## src/sv/assert_macros.svh

```systemverilog
// Assertion helpers for the allocator core RTL.
`ifndef ASSERT_MACROS_SVH
`define ASSERT_MACROS_SVH

// Same-cycle implication, checked while out of reset.
`define ASSERT_IMP(lbl, clk, rstn, ante, cons) \
    lbl: assert property (@(posedge clk) disable iff (!rstn) (ante) |-> (cons)) \
        else $error("assertion failed");

// Next-cycle implication, checked while out of reset.
`define ASSERT_NEXT(lbl, clk, rstn, ante, cons) \
    lbl: assert property (@(posedge clk) disable iff (!rstn) (ante) |=> (cons)) \
        else $error("assertion failed");

`endif

```

## src/sv/ffpa_pkg.sv

```systemverilog
package ffpa_pkg;

    localparam int KIND_W   = 2;
    localparam int BYTES_W  = 12;
    localparam int ADDR_W   = 10;
    localparam int STATUS_W = 2;
    localparam int UNITS_W  = 7;

    // Width of the divider; holds a byte count rounded up and any unit index.
    localparam int DIV_W    = 13;

    localparam logic [KIND_W-1:0] KIND_ALLOC = 2'd0;
    localparam logic [KIND_W-1:0] KIND_FREE  = 2'd1;
    localparam logic [KIND_W-1:0] KIND_CLEAR = 2'd2;

    localparam logic [STATUS_W-1:0] STATUS_DONE     = 2'd0;
    localparam logic [STATUS_W-1:0] STATUS_OOM      = 2'd1;
    localparam logic [STATUS_W-1:0] STATUS_BAD_ADDR = 2'd2;

    typedef struct packed {
        logic [KIND_W-1:0]  kind;
        logic [BYTES_W-1:0] request_bytes;
        logic [ADDR_W-1:0]  block_address;
    } req_t;

    typedef struct packed {
        logic [STATUS_W-1:0] status;
        logic [ADDR_W-1:0]   granted_address;
        logic [UNITS_W-1:0]  granted_units;
    } rsp_t;

endpackage

```

## src/sv/ffpa_div.sv

```systemverilog
module ffpa_div #(
    parameter int DIVISOR = 16
) (
    input  logic                       clk,
    input  logic                       rst_n,
    input  logic                       start,
    input  logic [ffpa_pkg::DIV_W-1:0] dividend,
    output logic                       done,
    output logic [ffpa_pkg::DIV_W-1:0] quotient
);

    localparam int DW  = ffpa_pkg::DIV_W;
    localparam int SH  = DW + $clog2(DIVISOR);
    localparam int PRW = SH + DW;
    // Reciprocal of the divisor scaled by 2^SH and rounded up. With this scale
    // the product gives the exact quotient for every DW-bit dividend.
    localparam longint RECIP = ((longint'(1) << SH) + longint'(DIVISOR) - 1)
                               / longint'(DIVISOR);

    logic          done_reg;
    logic [DW-1:0] quo_reg, quo_next;
    logic [PRW-1:0] prod;

    assign prod     = PRW'(dividend) * PRW'(RECIP);
    assign quo_next = prod[SH +: DW];

    always_ff @(posedge clk or negedge rst_n)
    begin
        if (!rst_n)
        begin
            done_reg <= 1'b0;
            quo_reg  <= '0;
        end
        else
        begin
            done_reg <= start;
            if (start)
            begin
                quo_reg <= quo_next;
            end
        end
    end

    assign done     = done_reg;
    assign quotient = quo_reg;

endmodule

```

## config.mk

```make
export PLATFORM = sky130hd
export DESIGN_NAME = ffpa_div
export DESIGN_NICKNAME = d
export VERILOG_FILES = /design/src/sv/assert_macros.svh /design/src/sv/ffpa_pkg.sv /design/src/sv/ffpa_div.sv
export SDC_FILE = /design/constraint.sdc
export NUM_CORES = 1
export LEC_CHECK = 0
export BUFFER_PORTS_ARGS = -buffer_cell sky130_fd_sc_hd__buf_2
export CORE_AREA = 2 2 39 41
export DETAILED_ROUTE_END_ITERATION = 7
export DIE_AREA = 0 0 41 43
export PLACE_DENSITY = 0.73
export SETUP_SLACK_MARGIN = 0.2
export SYNTH_ARGS = -nofsm -noshare
export SYNTH_HDL_FRONTEND = slang
export SYNTH_SLANG_ARGS = --single-unit
```

## constraint.sdc

```tcl
create_clock -name clk -period 1.2 [get_ports clk]
set_clock_uncertainty 0.1 [all_clocks]
set_input_delay 0.06 -clock clk [delete_from_list [all_inputs] [get_ports clk]]
set_output_delay 0.06 -clock clk [all_outputs]
set_load 0.05 [all_outputs]
```

# After elaboration in Yosys (flattened, before gate mapping)
# Cells that the tools add are included.
totals:
  elab_cells: 2
  romBits: 0
  memories: 0
  ram_bits: 0
  latchBits: 0
  inputBits: 16
  register_bits: 10
op_classes:
  n_mul: 0
  muxes: 0
  magnitude_cmp: 0
  addsub: 0
  n_bitwise: 0
  div_mod_pow: 0
  shifts: 0
  n_reduce_logical: 0
  n_eq_ne: 0

# Depth between registers and ports, before layout
depth:
  depth_word: 0
  depth_mapped: 2
  mapped_depth_nobuf: 1

# Worst setup path after synthesis
# OpenSTA, ideal clock, no wires.
synth_timing:
  path_type: "register -> register"
  startpoint: "register quotient[0] (netlist name)"
  endpoint: "register quo_reg[0] (netlist: quotient[0])"
  arrival_ps: 869
  n_path_buf: 0
  setup_ps: 125
  stages_incl_launch_ff: 2
  slack_ps: 106
  path_cell_list: "dfrtp_1 > mux2_4"
synth_rtl:
  columns: ["element", "line_no", "text"]
  rows:
  - ["end signal, assigned", "ffpa_div.sv:39", "quo_reg <= quo_next;"]
  - ["end, declared", "ffpa_div.sv:21", "logic [DW-1:0] quo_reg, quo_next;"]

# Final worst setup path
layout_timing:
  startpoint: "register quo_reg[4] (netlist: quotient[4])"
  endpoint: "output port quotient[4] (netlist name)"
layout_rtl:
  columns: ["element", "line_no", "text"]
  rows:
  - ["end, declared", "ffpa_div.sv:9", "output logic [ffpa_pkg::DIV_W-1:0] quotient"]
# No word-level cell between the ends.

==> run summary <==
Status: finished, final reports clean
Slowest CP cell: dfrtp_2
Chip Height: 43 um
Reg2Reg Setup Slack: 0.30 ns
Initial Util: 31.1%
Final hold vios: 0
Worst path required time: 1.04 ns
Met3 Track Usage GR: 3.14%
Gpl congestion: 0.663
Post-route antenna net violation count: 0
Gr usage total: 12.4%
Die area: 0.00176 mm2
Vias in the first global route: 355
Setup crit start kind: flop
Clock root buffer: clkbuf_4
IO buf count: 21
Minimum clock period: 0.983 ns
RSZ-0062 raised after global routing: true
Initial DRC count: 0
# IOs: 30
Sequential fraction of the synthesis area: 58.1%
Synth warnings: 0
Max reg flops: 9
VDD IR-drop max: 550 uV
Setup WS post-layout: 0.217 ns
Final #Nets: 76
Max incr delay on CP: 0.41 ns
# setup viols final: 0
Worst-Skew Late Latency: 0.25 ns
Global-route wire length before repair: 1350 um
Critical-path cell list: buf_6
CP Capture Type: output port
Per-cell routed wire length: 12.7 um
Standard-cell rows: 14
#FFs+latches synth: 10
Met2 GRT Util: 22.5%
Power Dens Cells: 1310 mW/mm2
Crit-path max FO: 2
GR Util met1: 11.7%
CTS buffer count: 3
FMAX: 1.02 GHz
Clock Tree Buf Depth: 2
ANT cells: 0
Initial antenna violation count: 0
Via count: 314
Netlist cell types: 5
Synthesized area: 430 um2
Layout cells sized above 1: 71.2%
Avg Vias per Cell: 4.19
Max Slew Vio Count: 0
Synthesis-to-finish area growth: 70.1%
Worst path bufs/invs: 1
Die X: 41 um
Synth Instances: 25
Leakage: 0.358 nW
Crit path kind: flop to output port
Grt total ovfl: 0
Clk pin slew, worst setup/hold paths: 0.06 ns
CTS tree: yes
Critical Path AT: 0.82 ns
Setup TNS Final: 0 ns
Grt peak-use layer: met2
H-tree Lvls: 1
Drt drc: 0
Clock Sinks: 10
Worst Hold Class: input port to asynchronous set/reset pin
Pre-Repair DR Iteration Count: 1
Commonest non-fill, non-tap cells in the layout: 11 x dlygate4sd3_1, 11 x buf_2, 9 x mux2_4, 9 x buf_6, 9 x dfrtp_2
Pre-CTS setup slack: 0.288 ns
Pin count of the biggest net entering global routing: 11
Avg Cell Area, Syn: 17.2 um2
Top Family by Delay on Critical Path: flip-flops
Post-route clock period utilization: 81.9%
WL final: 951 um
Core Region: 0.00138 mm2
Max Cap Violations: 0
==> synth_stat cells (all sizes together) <==
cell	instances	area (um2)
dfrtp	10	250
mux2	9	135
buf	5	41.3
conb	1	3.75
==> final cells by class <==
cell class	count	area, um2
flip-flops and latches	10	262
clock buffers	4	26.3
repair buffers	32	274
well taps	16	20.0
multi-input cells	13	150
fillers	117	652
==> power by group <==
part	leakage [nW]	switching (mW)	internal [mW]
combinational	0.235	0.189	0.141
clock	0.0150	0.100	0.128
sequential	0.108	0.0237	0.375
==> timing repair <==
| action | CTS | global route |
|---|---|---|
| hold buffers | 11 | 0 |
| gates resized for setup | 17 | 3 |
| gates cloned | 0 | 0 |
| setup endpoints to repair | 9 | 10 |
| buffers inserted | 0 | 0 |
| endpoints found under the hold margin | 20 | 0 |
==> layer usage <==
metal | vias up | share of wire [%]
met4 | 0 | 0
met3 | 0 | 9.9
met2 | 22 | 54
li1 | 143 | -
met5 | - | 0
met1 | 149 | 36
==> logic make-up (layout without fill, tap and decap cells) <==
family / after synthesis / after routing / synth area share (%)
flip-flops: 10 / 10 / 58.1
other: 1 / 4 / 0.871
multiplexers: 9 / 9 / 31.4
buffers and inverters: 5 / 36 / 9.59
==> stage by stage <==
step	utilization (%)	instances	area, um2	hold slack [ns]	total power [mW]
6_report	52.9	75	732	0.115	0.957
3_3_place_gp	38.8	60	537	-0.183	0.657
5_1_grt	52.9	75	732	0.151	1.02
3_5_place_dp	38.8	60	537	-0.169	0.662
4_1_cts	52.4	75	726	0.0795	0.970
2_1_floorplan	-	28	453	-0.336	0.610
==> path summary, 6_finish.rpt <==
check                                        start                 endpoint  cells after the start
min in group clk                             start  quotient[4]$_DFFE_PN0P_                      2
setup reg to reg           quotient[2]$_DFFE_PN0P_  quotient[2]$_DFFE_PN0P_                      1
max in group asynchronous                    rst_n  quotient[5]$_DFFE_PN0P_                      2
hold / removal                               rst_n  quotient[2]$_DFFE_PN0P_                      2
hold reg to reg            quotient[7]$_DFFE_PN0P_  quotient[7]$_DFFE_PN0P_                      1
setup / recovery           quotient[4]$_DFFE_PN0P_              quotient[4]                      1
Power figures use the tool's default switching activity.
